## config.mk

```make
export PLATFORM = sky130hd
export DESIGN_NAME = packet_buffer_pool_selector_unit
export DESIGN_NICKNAME = d
export VERILOG_FILES = /design/src/rtl/core/pbps_pkg.sv /design/src/rtl/core/packet_buffer_pool_selector_unit.sv
export SDC_FILE = /design/constraint.sdc
export NUM_CORES = 2
export LEC_CHECK = 0
export BUFFER_PORTS_ARGS = -buffer_cell sky130_fd_sc_hd__buf_2
export CAP_MARGIN = 20
export CORE_MARGIN = 3
export CORE_UTILIZATION = 62
export DETAILED_ROUTE_END_ITERATION = 12
export GPL_TIMING_DRIVEN = 1
export PLACE_DENSITY_LB_ADDON = 0.3
export SYNTH_ARGS = -nofsm -noshare
export SYNTH_HDL_FRONTEND = slang
export SYNTH_SLANG_ARGS = --single-unit
```

## constraint.sdc

```tcl
create_clock -name clk_i -period 9.7 [get_ports clk_i]
set_input_delay 0.485 -clock clk_i [delete_from_list [all_inputs] [get_ports clk_i]]
set_output_delay 0.485 -clock clk_i [all_outputs]
set_load 0.005 [all_outputs]
```

## src/rtl/core/pbps_pkg.sv

```systemverilog
// Package with operation codes, component codes and state types of the buffer pool selector.
`timescale 1ns / 1ps
package pbps_pkg;

  localparam logic [3:0] OP_ALLOC    = 4'd0;
  localparam logic [3:0] OP_RELEASE  = 4'd1;
  localparam logic [3:0] OP_DESCRIBE = 4'd2;
  localparam logic [3:0] OP_SENT     = 4'd3;
  localparam logic [3:0] OP_RECEIVED = 4'd4;
  localparam logic [3:0] OP_ADV      = 4'd5;
  localparam logic [3:0] OP_SYNC     = 4'd6;
  localparam logic [3:0] OP_SHARED   = 4'd7;
  localparam logic [3:0] OP_DEDIC    = 4'd8;
  localparam logic [3:0] OP_TIMEOUT  = 4'd9;
  localparam logic [3:0] OP_TXREPORT = 4'd10;

  localparam logic [3:0] COMP_NONE  = 4'd0;
  localparam logic [3:0] COMP_POOL  = 4'd1;
  localparam logic [3:0] COMP_MAC   = 4'd2;
  localparam logic [3:0] COMP_UPPER = 4'd3;

  localparam int unsigned ASN_W = 40;

  localparam logic [2:0] REG_TIMEOUT = 3'd0;
  localparam logic [2:0] REG_MINBE   = 3'd1;
  localparam logic [2:0] REG_MAXBE   = 3'd2;
  localparam logic [2:0] REG_ADV     = 3'd3;
  localparam logic [2:0] REG_SYNC    = 3'd4;
  localparam logic [2:0] REG_ALIASRQ = 3'd5;
  localparam logic [2:0] REG_ALIASEN = 3'd6;

  typedef enum logic [3:0] {
    ST_IDLE = 4'b0001,
    ST_SCAN = 4'b0010,
    ST_DONE = 4'b0100,
    ST_OUT  = 4'b1000
  } state_e;

endpackage

```

## src/rtl/core/packet_buffer_pool_selector_unit.sv

```systemverilog
// Top level of the packet buffer pool selector: slot descriptors, scan sequencer and APB registers.
`timescale 1ns / 1ps
// From acceptance of a request, a single compare unit walks the descriptors
// one slot per cycle, then a commit step updates the pool, then the result is held until
// taken. Release, describe and tx report also go through the walk so that every request
// has the same latency. The next request can be accepted in the cycle after the result
// has been taken, so a new request is not taken while one is in flight; a stalled
// result delays the next request. No clearing pass after reset.
module packet_buffer_pool_selector_unit #(
  parameter int unsigned QUEUE_SLOTS = 16,
  parameter int unsigned ADDR_BITS   = 16
) (
  input  logic        clk_i,
  input  logic        rst_ni,
  input  logic        psel,
  input  logic        penable,
  input  logic        pwrite,
  input  logic [4:0]  paddr,
  input  logic [31:0] pwdata,
  output logic [31:0] prdata,
  output logic        pready,
  input  logic        in_valid_i,
  output logic        in_stall_o,
  input  logic [3:0]  operation_i,
  input  logic [3:0]  slot_i,
  input  logic [3:0]  component_i,
  input  logic [39:0] cur_asn_i,
  input  logic [15:0] random_value_i,
  input  logic [ADDR_BITS-1:0] address_i,
  input  logic [7:0]  type_code_i,
  input  logic [7:0]  net_code_i,
  input  logic [2:0]  mac_kind_i,
  input  logic [3:0]  flags_i,
  output logic        out_valid_o,
  input  logic        out_stall_i,
  output logic        found_o,
  output logic [3:0]  result_slot_o,
  output logic [4:0]  free_count_o
);

  localparam int unsigned IW = (QUEUE_SLOTS > 1) ? $clog2(QUEUE_SLOTS) : 1;
  localparam int unsigned CW = $clog2(QUEUE_SLOTS + 1);

  // Configuration registers.
  logic [15:0] timeout_q;
  logic [2:0]  minbe_q, maxbe_q, adv_q, sync_q;
  logic [7:0]  aliasrq_q, aliasen_q;
  logic        cfg_wr;
  logic [2:0]  cfg_idx;

  assign pready  = 1'b1;
  assign cfg_wr  = psel && penable && pwrite;
  assign cfg_idx = paddr[4:2];

  always_ff @(posedge clk_i or negedge rst_ni) begin
    if (!rst_ni) begin
      timeout_q <= 16'd1500;
      minbe_q   <= 3'd2;
      maxbe_q   <= 3'd4;
      adv_q     <= 3'd1;
      sync_q    <= 3'd2;
      aliasrq_q <= 8'd1;
      aliasen_q <= 8'd2;
    end else if (cfg_wr) begin
      case (cfg_idx)
        pbps_pkg::REG_TIMEOUT: timeout_q <= pwdata[15:0];
        pbps_pkg::REG_MINBE:   minbe_q   <= pwdata[2:0];
        pbps_pkg::REG_MAXBE:   maxbe_q   <= pwdata[2:0];
        pbps_pkg::REG_ADV:     adv_q     <= pwdata[2:0];
        pbps_pkg::REG_SYNC:    sync_q    <= pwdata[2:0];
        pbps_pkg::REG_ALIASRQ: aliasrq_q <= pwdata[7:0];
        pbps_pkg::REG_ALIASEN: aliasen_q <= pwdata[7:0];
        default: ;
      endcase
    end
  end

  always_comb begin
    prdata = '0;
    case (cfg_idx)
      pbps_pkg::REG_TIMEOUT: prdata = {16'd0, timeout_q};
      pbps_pkg::REG_MINBE:   prdata = {29'd0, minbe_q};
      pbps_pkg::REG_MAXBE:   prdata = {29'd0, maxbe_q};
      pbps_pkg::REG_ADV:     prdata = {29'd0, adv_q};
      pbps_pkg::REG_SYNC:    prdata = {29'd0, sync_q};
      pbps_pkg::REG_ALIASRQ: prdata = {24'd0, aliasrq_q};
      pbps_pkg::REG_ALIASEN: prdata = {24'd0, aliasen_q};
      default: prdata = '0;
    endcase
  end

  // Slot descriptors. Each is read at the scan index or, at commit, at the request slot.
  logic [3:0]  own_q   [QUEUE_SLOTS];
  logic [3:0]  crt_q   [QUEUE_SLOTS];
  logic [39:0] asn_q   [QUEUE_SLOTS];
  logic [3:0]  flg_q   [QUEUE_SLOTS];
  logic [2:0]  mk_q    [QUEUE_SLOTS];
  logic [7:0]  pt_q    [QUEUE_SLOTS];
  logic [7:0]  nv_q    [QUEUE_SLOTS];
  logic [ADDR_BITS-1:0] hop_q [QUEUE_SLOTS];
  logic [2:0]  be_q    [QUEUE_SLOTS];
  logic [7:0]  bo_q    [QUEUE_SLOTS];
  logic [CW-1:0] free_q;

  // Latched request.
  logic [3:0]  op_q, slot_q, comp_q, fl_q;
  logic [39:0] casn_q;
  logic [15:0] rnd_q;
  logic [ADDR_BITS-1:0] addr_q;
  logic [7:0]  tc_q, nc_q;
  logic [2:0]  mkin_q;

  pbps_pkg::state_e state_q;
  logic [IW-1:0] idx_q;
  logic          hit_q;
  logic [IW-1:0] hidx_q;
  logic          found_q;
  logic [3:0]    rslot_q;

  logic accept, last, match, slot_ok;
  logic [IW-1:0] s_idx;
  logic [39:0] age;
  logic bcast_ok, tmd;

  assign in_stall_o  = (state_q != pbps_pkg::ST_IDLE);
  assign accept      = in_valid_i && !in_stall_o;
  assign out_valid_o = (state_q == pbps_pkg::ST_OUT);
  assign found_o       = found_q;
  assign result_slot_o = rslot_q;
  assign free_count_o  = 5'(free_q);
  assign last    = (32'(idx_q) == QUEUE_SLOTS - 1);
  assign slot_ok = (32'(slot_q) < QUEUE_SLOTS);
  assign s_idx   = IW'(slot_q);

  // Shared compare unit: evaluates the current operation against slot idx_q.
  assign tmd = (own_q[idx_q] == pbps_pkg::COMP_MAC) && flg_q[idx_q][0];
  assign age = casn_q - asn_q[idx_q];
  always_comb begin
    bcast_ok = tmd && crt_q[idx_q] == pbps_pkg::COMP_UPPER && flg_q[idx_q][2];
    match = 1'b0;
    case (op_q)
      pbps_pkg::OP_ALLOC:    match = (own_q[idx_q] == pbps_pkg::COMP_NONE);
      pbps_pkg::OP_SENT:     match = (own_q[idx_q] == pbps_pkg::COMP_UPPER)
                                     && (crt_q[idx_q] != pbps_pkg::COMP_MAC);
      pbps_pkg::OP_RECEIVED: match = (own_q[idx_q] == pbps_pkg::COMP_UPPER)
                                     && (crt_q[idx_q] == pbps_pkg::COMP_MAC);
      pbps_pkg::OP_ADV:      match = bcast_ok && mk_q[idx_q] == adv_q;
      pbps_pkg::OP_SYNC:     match = bcast_ok && mk_q[idx_q] == sync_q;
      pbps_pkg::OP_SHARED:   match = tmd && flg_q[idx_q][1] && bo_q[idx_q] == 8'd0
                                     && nv_q[idx_q] == nc_q
                                     && (fl_q[0] || hop_q[idx_q] == addr_q)
                                     && !flg_q[idx_q][2];
      pbps_pkg::OP_DEDIC:    match = tmd && !flg_q[idx_q][1]
                                     && (pt_q[idx_q] == tc_q
                                         || (tc_q == aliasrq_q && pt_q[idx_q] == aliasen_q))
                                     && hop_q[idx_q] == addr_q && !flg_q[idx_q][2];
      pbps_pkg::OP_TIMEOUT:  match = (crt_q[idx_q] != pbps_pkg::COMP_NONE
                                      || own_q[idx_q] != pbps_pkg::COMP_NONE)
                                     && age >= {24'd0, timeout_q};
      default:               match = 1'b0;
    endcase
  end

  logic alloc_ok;
  assign alloc_ok = fl_q[0] || (comp_q <= pbps_pkg::COMP_MAC);

  always_ff @(posedge clk_i or negedge rst_ni) begin
    if (!rst_ni) begin
      state_q <= pbps_pkg::ST_IDLE;
      idx_q   <= '0;
      hit_q   <= 1'b0;
      free_q  <= CW'(QUEUE_SLOTS);
      for (int i = 0; i < QUEUE_SLOTS; i++) begin
        own_q[i] <= pbps_pkg::COMP_NONE;
        crt_q[i] <= pbps_pkg::COMP_NONE;
        flg_q[i] <= '0;
        mk_q[i]  <= '0;
        pt_q[i]  <= '0;
        be_q[i]  <= 3'd2;
        bo_q[i]  <= '0;
      end
    end else begin
      case (state_q)
        pbps_pkg::ST_IDLE: begin
          if (accept) begin
            idx_q   <= '0;
            hit_q   <= 1'b0;
            state_q <= pbps_pkg::ST_SCAN;
          end
        end
        pbps_pkg::ST_SCAN: begin
          // Shared lookup keeps the last match; the others keep the first.
          if (match && (!hit_q || op_q == pbps_pkg::OP_SHARED)) begin
            hit_q  <= 1'b1;
            hidx_q <= idx_q;
          end
          if (op_q == pbps_pkg::OP_SHARED && !match && bo_q[idx_q] != 8'd0) begin
            bo_q[idx_q] <= bo_q[idx_q] - 8'd1;
          end
          if (last) state_q <= pbps_pkg::ST_DONE;
          else      idx_q <= idx_q + IW'(1);
        end
        pbps_pkg::ST_DONE: begin
          state_q <= pbps_pkg::ST_OUT;
          case (op_q)
            pbps_pkg::OP_ALLOC: begin
              if (alloc_ok && hit_q) begin
                own_q[hidx_q] <= pbps_pkg::COMP_POOL;
                crt_q[hidx_q] <= comp_q;
                asn_q[hidx_q] <= casn_q;
                if (free_q != '0) free_q <= free_q - CW'(1);
              end
            end
            pbps_pkg::OP_RELEASE: begin
              if (slot_ok && own_q[s_idx] != pbps_pkg::COMP_NONE
                  && crt_q[s_idx] != pbps_pkg::COMP_NONE) begin
                own_q[s_idx] <= pbps_pkg::COMP_NONE;
                crt_q[s_idx] <= pbps_pkg::COMP_NONE;
                flg_q[s_idx] <= '0;
                mk_q[s_idx]  <= '0;
                pt_q[s_idx]  <= '0;
                be_q[s_idx]  <= minbe_q;
                bo_q[s_idx]  <= '0;
                if (32'(free_q) < QUEUE_SLOTS) free_q <= free_q + CW'(1);
              end
            end
            pbps_pkg::OP_DESCRIBE: begin
              if (slot_ok && own_q[s_idx] != pbps_pkg::COMP_NONE
                  && comp_q != pbps_pkg::COMP_NONE) begin
                own_q[s_idx] <= comp_q;
                hop_q[s_idx] <= addr_q;
                pt_q[s_idx]  <= tc_q;
                nv_q[s_idx]  <= nc_q;
                mk_q[s_idx]  <= mkin_q;
                flg_q[s_idx] <= fl_q;
              end
            end
            pbps_pkg::OP_TXREPORT: begin
              if (slot_ok) begin
                if (fl_q[0]) begin
                  be_q[s_idx] <= minbe_q;
                  bo_q[s_idx] <= '0;
                end else begin
                  logic [2:0] ne;
                  ne = (be_q[s_idx] < maxbe_q) ? be_q[s_idx] + 3'd1 : be_q[s_idx];
                  be_q[s_idx] <= ne;
                  bo_q[s_idx] <= rnd_q[7:0] & 8'((16'd1 << ne) - 16'd1);
                end
              end
            end
            default: ;
          endcase
        end
        pbps_pkg::ST_OUT: begin
          if (!out_stall_i) state_q <= pbps_pkg::ST_IDLE;
        end
        default: state_q <= pbps_pkg::ST_IDLE;
      endcase
    end
  end

  // Request latch and result register.
  always_ff @(posedge clk_i) begin
    if (accept) begin
      op_q   <= operation_i;
      slot_q <= slot_i;
      comp_q <= component_i;
      casn_q <= cur_asn_i;
      rnd_q  <= random_value_i;
      addr_q <= address_i;
      tc_q   <= type_code_i;
      nc_q   <= net_code_i;
      mkin_q <= mac_kind_i;
      fl_q   <= flags_i;
    end
    if (state_q == pbps_pkg::ST_DONE) begin
      found_q <= 1'b0;
      rslot_q <= 4'd0;
      case (op_q)
        pbps_pkg::OP_ALLOC: begin
          found_q <= alloc_ok && hit_q;
          rslot_q <= (alloc_ok && hit_q) ? 4'(hidx_q) : 4'd0;
        end
        pbps_pkg::OP_RELEASE: begin
          if (slot_ok && own_q[s_idx] != pbps_pkg::COMP_NONE
              && crt_q[s_idx] != pbps_pkg::COMP_NONE) begin
            found_q <= 1'b1;
            rslot_q <= slot_q;
          end
        end
        pbps_pkg::OP_DESCRIBE: begin
          if (slot_ok && own_q[s_idx] != pbps_pkg::COMP_NONE
              && comp_q != pbps_pkg::COMP_NONE) begin
            found_q <= 1'b1;
            rslot_q <= slot_q;
          end
        end
        pbps_pkg::OP_TXREPORT: begin
          found_q <= slot_ok;
          rslot_q <= slot_ok ? slot_q : 4'd0;
        end
        default: begin
          found_q <= hit_q;
          rslot_q <= hit_q ? 4'(hidx_q) : 4'd0;
        end
      endcase
    end
  end

  // Free count never exceeds the pool size.
  a_free_range: assert property (@(posedge clk_i) disable iff (!rst_ni)
    32'(free_q) <= QUEUE_SLOTS) else $error("free count out of range");
  // A result is offered only after the commit cycle.
  a_out_after_done: assert property (@(posedge clk_i) disable iff (!rst_ni)
    $rose(out_valid_o) |-> $past(state_q) == pbps_pkg::ST_DONE)
    else $error("result without commit");
  // A result without a match always reports slot 0.
  a_slot_found: assert property (@(posedge clk_i) disable iff (!rst_ni)
    out_valid_o && !found_o |-> result_slot_o == 4'd0)
    else $error("slot reported without match");

endmodule
```

## Yosys cells after proc, flatten, opt, wreduce, memory -nomap -nowiden

Memories as Yosys holds them, arrays and structs flattened.
Index checks and enable logic that the tools add are counted.
W data, S select, Z words.

| word-level totals | value |
|---|---|
| latch bits | 0 |
| memory bits (writable) | 1024 |
| output and inout bits | 45 |
| memories | 3 |
| ROM bits | 0 |
| flip-flop bits (word level) | 710 |
| bits of input ports | 151 |

| operators by class | value |
|---|---|
| multipliers | 0 |
| divide/modulo/power cells | 0 |
| eq/ne operators | 47 |
| $lt $le $gt $ge | 10 |
| reduce and logical (&&, ||, !) cells | 76 |
| add/subtract/negate cells | 7 |
| bitwise gates (word level) | 16 |
| mux-type cells | 103 |
| shift-type cells | 1 |

Memories:

| name | words | bits a word | rd ports | clocked after Yosys merged registers in | write ports | RTL line | source |
|---|---|---|---|---|---|---|---|
| asn_q | 16 | 40 | 1 | 0 | 1 | packet_buffer_pool_selector_unit.sv:95 | `logic [39:0] asn_q [QUEUE_SLOTS];` |
| hop_q | 16 | 16 | 1 | 0 | 1 | packet_buffer_pool_selector_unit.sv:100 | `logic [ADDR_BITS-1:0] hop_q [QUEUE_SLOTS];` |
| nv_q | 16 | 8 | 1 | 0 | 1 | packet_buffer_pool_selector_unit.sv:99 | `logic [7:0] nv_q [QUEUE_SLOTS];` |

Operators with widths:

| operator | count |
|---|---|
| $pmux W128 S2 | 3 |
| $mux W128 | 5 |
| $mux W64 | 7 |
| $bwmux W128 | 3 |
| $and A128 B128 Y128 | 2 |
| $pmux W64 S2 | 2 |
| $and A64 B64 Y64 | 3 |
| $bwmux W64 | 3 |
| $mux W48 | 4 |
| $pmux W48 S2 | 2 |
| $pmux W64 S3 | 1 |
| $bwmux W48 | 3 |
| $not A128 Y128 | 1 |
| $pmux W16 S7 | 1 |
| $and A48 B48 Y48 | 2 |
| $not A48 Y48 | 2 |
| $bmux W4 S4 | 5 |
| $mux W4 | 19 |
| $bmux W8 S4 | 2 |
| $demux W8 S4 | 2 |
| $not A64 Y64 | 1 |
| $mux W8 | 6 |
| $ge A40 B16 Y1 | 1 |
| $sub A40 B40 Y40 | 1 |
| 57 further kinds | 179 |

## Depth between registers and ports, before layout

| logic depth | value |
|---|---|
| depth in word-level cells | 17 |
| gate-level depth with buffers | 32 |
| depth with buffers taken out | 23 |

## Worst setup path before layout

Ideal clock, no wire load.

| timing | value |
|---|---|
| path type | register -> register |
| start | register idx_q[0] |
| end | register hidx_q[0], enable pin |
| stages on the path, launching flop included | 31 |
| library setup time | 0.274 ns |
| data required time | 9.426 ns |
| arrival | 6.891 ns |
| setup slack | 2.535 ns |
| cells stage by stage | dfrtp_1 -> buf_6 -> buf_12 -> buf_6 -> buf_6 -> buf_6 -> buf_4 -> buf_2 -> buf_2 -> buf_2 -> mux4_2 -> mux4_2 -> ha_1 -> fa_1 -> nand2b_1 -> a21oi_1 -> nor2_1 -> o21ai_0 -> a31oi_1 -> o21bai_1 -> xor2_1 -> ha_1 -> nor2b_1 -> o21ai_0 -> o2111ai_1 -> nor4_1 -> o2111ai_1 -> a2111o_1 -> nor4_1 -> and4_1 -> o31ai_1 |

| on the way | value |
|---|---|
| word-level cells in the longest chain between the ends | 14 |
| elaborated cells between the ends (all ways) | 65 |
| classes of those cells | add/sub (1); order compare (1); eq/ne (11); mux (19); bitwise (1); reduce/logical (29); memory (3) |

RTL lines:

| element | RTL line | source |
|---|---|---|
| start, declared | packet_buffer_pool_selector_unit.sv:114 | `logic [IW-1:0] idx_q;` |
| start signal, assigned | packet_buffer_pool_selector_unit.sv:201 | `else idx_q <= idx_q + IW'(1);` |
| branches (longest 11 deep; another with $mem_v2 Z16 W40) | - |  |
| $pmux W1 S8 * | packet_buffer_pool_selector_unit.sv:141 | `case (op_q)` |
| $logic_and A1 B1 Y1 * | packet_buffer_pool_selector_unit.sv:193 | `if (match && (!hit_q \|\| op_q == pbps_pkg::OP_SHARED)) begin` |
| $reduce_and A3 Y1 (no line) * | - |  |
| end signal, assigned | packet_buffer_pool_selector_unit.sv:195 | `hidx_q <= idx_q;` |
| end, declared | packet_buffer_pool_selector_unit.sv:116 | `logic [IW-1:0] hidx_q;` |

Mark *: on every way between the ends. The select of a mux whose other input is x is not followed.
A chain may end at the register's enable or synchronous reset.

## Worst setup path in the final report

Same ends and word-level chain as after synthesis.

==> flow_summary.ini <==
[status]
status = completed

[pwr]
total_power_w = 0.01916
leakage_nw = 30.88
ir_drop_mv = 0.1789
p_per_area_nw_per_um2 = 225.8

[critical_path]
start_kind = flop
crit_buf_inv = 2
critPathSlowestCell = dfrtp_4
path_class = reg2reg
crit_fanout = 45
critPathArrivalTime_ns = 7.95
critPathRequiredTime_ns = 10.25
endpoint_kind = flop
crit_family = compound AO/OA/AOI/OAI gates
path_cells = buf_4 > mux4_2 > mux4_2 > inv_1 > ha_1 > a21oi_1 > a31oi_1 > a211oi_1 > xnor2_1 > ha_1 > a21oi_1 > nor2b_1 > o21ai_0 > o2111ai_1 > nor4_1 > o2111ai_1 > a2111o_1 > nor4_1 > and4_1 > o31ai_1
max_stage_delay_ns = 0.99

[global_routing]
grt_max_degree = 109
grt_overflow = 0
grt_pass1_wl_um = 318700
grt.total_usage_pct = 34.43
first_global_vias = 48647
antenna_found_initial = 7

[synth]
ys_warn_count = 0
synth_cell_types = 101
synth_edf_count = 1130
synth_area_leader_cell = edfxtp_1
synth.avg_cell_area_um2 = 14.82
netlist_instances = 5093
ys_top_cells_by_area = edfxtp_1 45%, dfrtp_1 18%, mux4_2 11%, o21ai_0 2.9%, nand2_1 2.9%
syn_area_um2 = 75480
yosysMostFrequentCell = edfxtp_1
synth_top_cell_area_share_pct = 44.96
ys.flop_type = edfxtp_1
synthArstFlopShare_pct = 34.15
ys_seq_elements = 1716
synth.yosys.seq_area_share_pct = 64.44
synthTopCellsByCount = 1130 x edfxtp_1, 576 x nand2_1, 555 x dfrtp_1, 444 x o21ai_0, 358 x mux4_2

[clocking]
cts_resized = 0
cts_sinks = 1716
postCtsHoldBufs = 115
clock-root-buffer = clkbuf_16
post_cts_buffers = 0
clkLatencyLatePin_ns = 0.82
cts.clk_slew.worst_paths_ns = 0.06
htreeDepth = 4
cts_tree = yes
clk_path_buf_depth = 3
cts_inserted_buffers = 172

[timing]
fmax_ghz = 0.1352
fin_hold_ws_ns = 0.04886
tightestPinTransition_ns = 1.161
min_period_over_period_pct = 76.26
drv_slew = 0
period_needed_ns = 7.397
rsz0062_at_grt = false
setup_viol = 0
fin_ws_ns = 2.303
fin_tns_setup_ns = 0
relSlewSlack_pct = 22.40
fin_skew_ns = 0.03498
hold_viol_final = 0

[placed_design]
place_hpwl_um = 125200
dp_slack_ns = 2.406
place_area_um2 = 77880
port-buffer-count = 150
gp_congestion = 0.9631

[floorplanning]
num_rows = 127
io_pins = 196
die_h_um = 354.9
coreArea_um2 = 120400
start_util_pct = 62.66
fp.dieArea_um2 = 126000
die_w_um = 354.9

[min_path]
hp-class = in2reg

[run]
drv_cap = 0

[route]
wirelength_um = 213800
first_iter_violations = 6885
dr.pass1.iters = 7
routed_via_density = 6.874
wire_per_inst_um = 30.08
ant_nets = 0
num_vias = 48854
drcViolationCount = 0

[final_layout]
final_nets = 5570
drive_gt1_share_pct = 19.67
final_area_um2 = 84870
syn_to_final_growth_pct = 12.44
num-fill-cells = 7751
==> logic make-up (layout without fill, tap and decap cells) <==
family	Yosys count	count (layout)	share of synthesized area, %
buffers and inverters	410	793	2.644
adders and majority gates	71	71	1.197
and+or+nand+nor	1134	1134	6.744
AOI/OAI and AO/OA	1077	1077	9.260
muxes	588	588	14.59
DFF	1716	1716	64.44
other	2	21	0.009950
xor gates and xnor gates	95	95	1.112
==> metal layers <==
layer | track usage, % | up-vias | share of wire [%]
li1 | - | 20310 | -
met3 | 8.497 | 723 | 11
met1 | 46.06 | 24535 | 36
met2 | 53.57 | 3284 | 47
met5 | 0 | - | 0.0047
met4 | 17.03 | 2 | 5.6
==> final timing paths <==
check	from	to	slack (ns)	depth (start not counted)
worst max-delay path	idx_q[0]	hidx_q[0]	2.30	20
worst min-delay path	pwdata[0]	sync_q[0]	0.05	2
worst max register to register	idx_q[0]	hidx_q[0]	2.30	20
worst min register to register	bo_q[87]	bo_q[87]	0.47	2
max in group asynchronous	rst_ni	bo_q[8]	6.95	7
min in group asynchronous	rst_ni	mk_q[35]	0.29	2
==> layout by cell type, fill, tap and decap left out, types with 39 or more instances in the layout <==
cell type      count
buf_4            108
inv_1             85
mux4_2           358
nand3_1           72
xnor2_1           65
mux2_2            91
a22oi_1           71
ha_1              69
a22o_1           108
clkbuf_1          39
dlygate4sd3_1    115
nor4_1            44
nor3_1            60
mux2i_1          106
nand2_1          576
dfrtp_1          551
nor2_1           165
edfxtp_1        1130
a21oi_1          110
clkbuf_16        175
buf_2            151
o21ai_0          444
==> flip-flops by register name (all words and copies together), names as in the netlist, 16 cells and up <==
signal	count
asn_q	640
hop_q	256
bo_q	128
nv_q	128
pt_q	128
crt_q	64
own_q	64
be_q	48
flg_q	48
mk_q	48
casn_q	40
addr_q	16
timeout_q	16
==> worst reg2reg max path, cell delays in order (launching register included) <==
cell and delay [ns]:
dfrtp_4 0.99, buf_4 0.54, mux4_2 0.56, mux4_2 0.48, inv_1 0.13, ha_1 0.30
a21oi_1 0.21, a31oi_1 0.27, a211oi_1 0.89, xnor2_1 0.20, ha_1 0.26, a21oi_1 0.16
nor2b_1 0.06, o21ai_0 0.21, o2111ai_1 0.15, nor4_1 0.26, o2111ai_1 0.15, a2111o_1 0.41
nor4_1 0.37, and4_1 0.36, o31ai_1 0.18
==> area by class of cell <==
class	count	area [um2]	share of cell area [%]
inverter	89	339.1	0.3995
antenna	4	10.01	0.01179
timing repair buffer	387	2994	3.528
clock buffer	228	4718	5.560
clock inverter	89	965.9	1.138
sequential	1716	48650	57.32
multi-input combinational	2982	25180	29.66
tap	1612	2017	2.377
==> where the power goes <==
group / internal (W) / switching [W] / total [W]
logic: 0.00166 / 0.00221 / 0.00387
clock network: 0.00386 / 0.00285 / 0.00671
registers: 0.00817 / 0.000403 / 0.00858
total: 0.0137 / 0.00546 / 0.0192
==> through the flow <==
step / instances / utilization (%)
2_1_floorplan: 5108 / -
3_3_place_gp: 6661 / 64.62
3_5_place_dp: 6664 / 64.66
4_1_cts: 7096 / 70.34
5_1_grt: 7103 / 70.45
6_report: 7107 / 70.46
No activity file was read; power rests on OpenSTA's default activity.
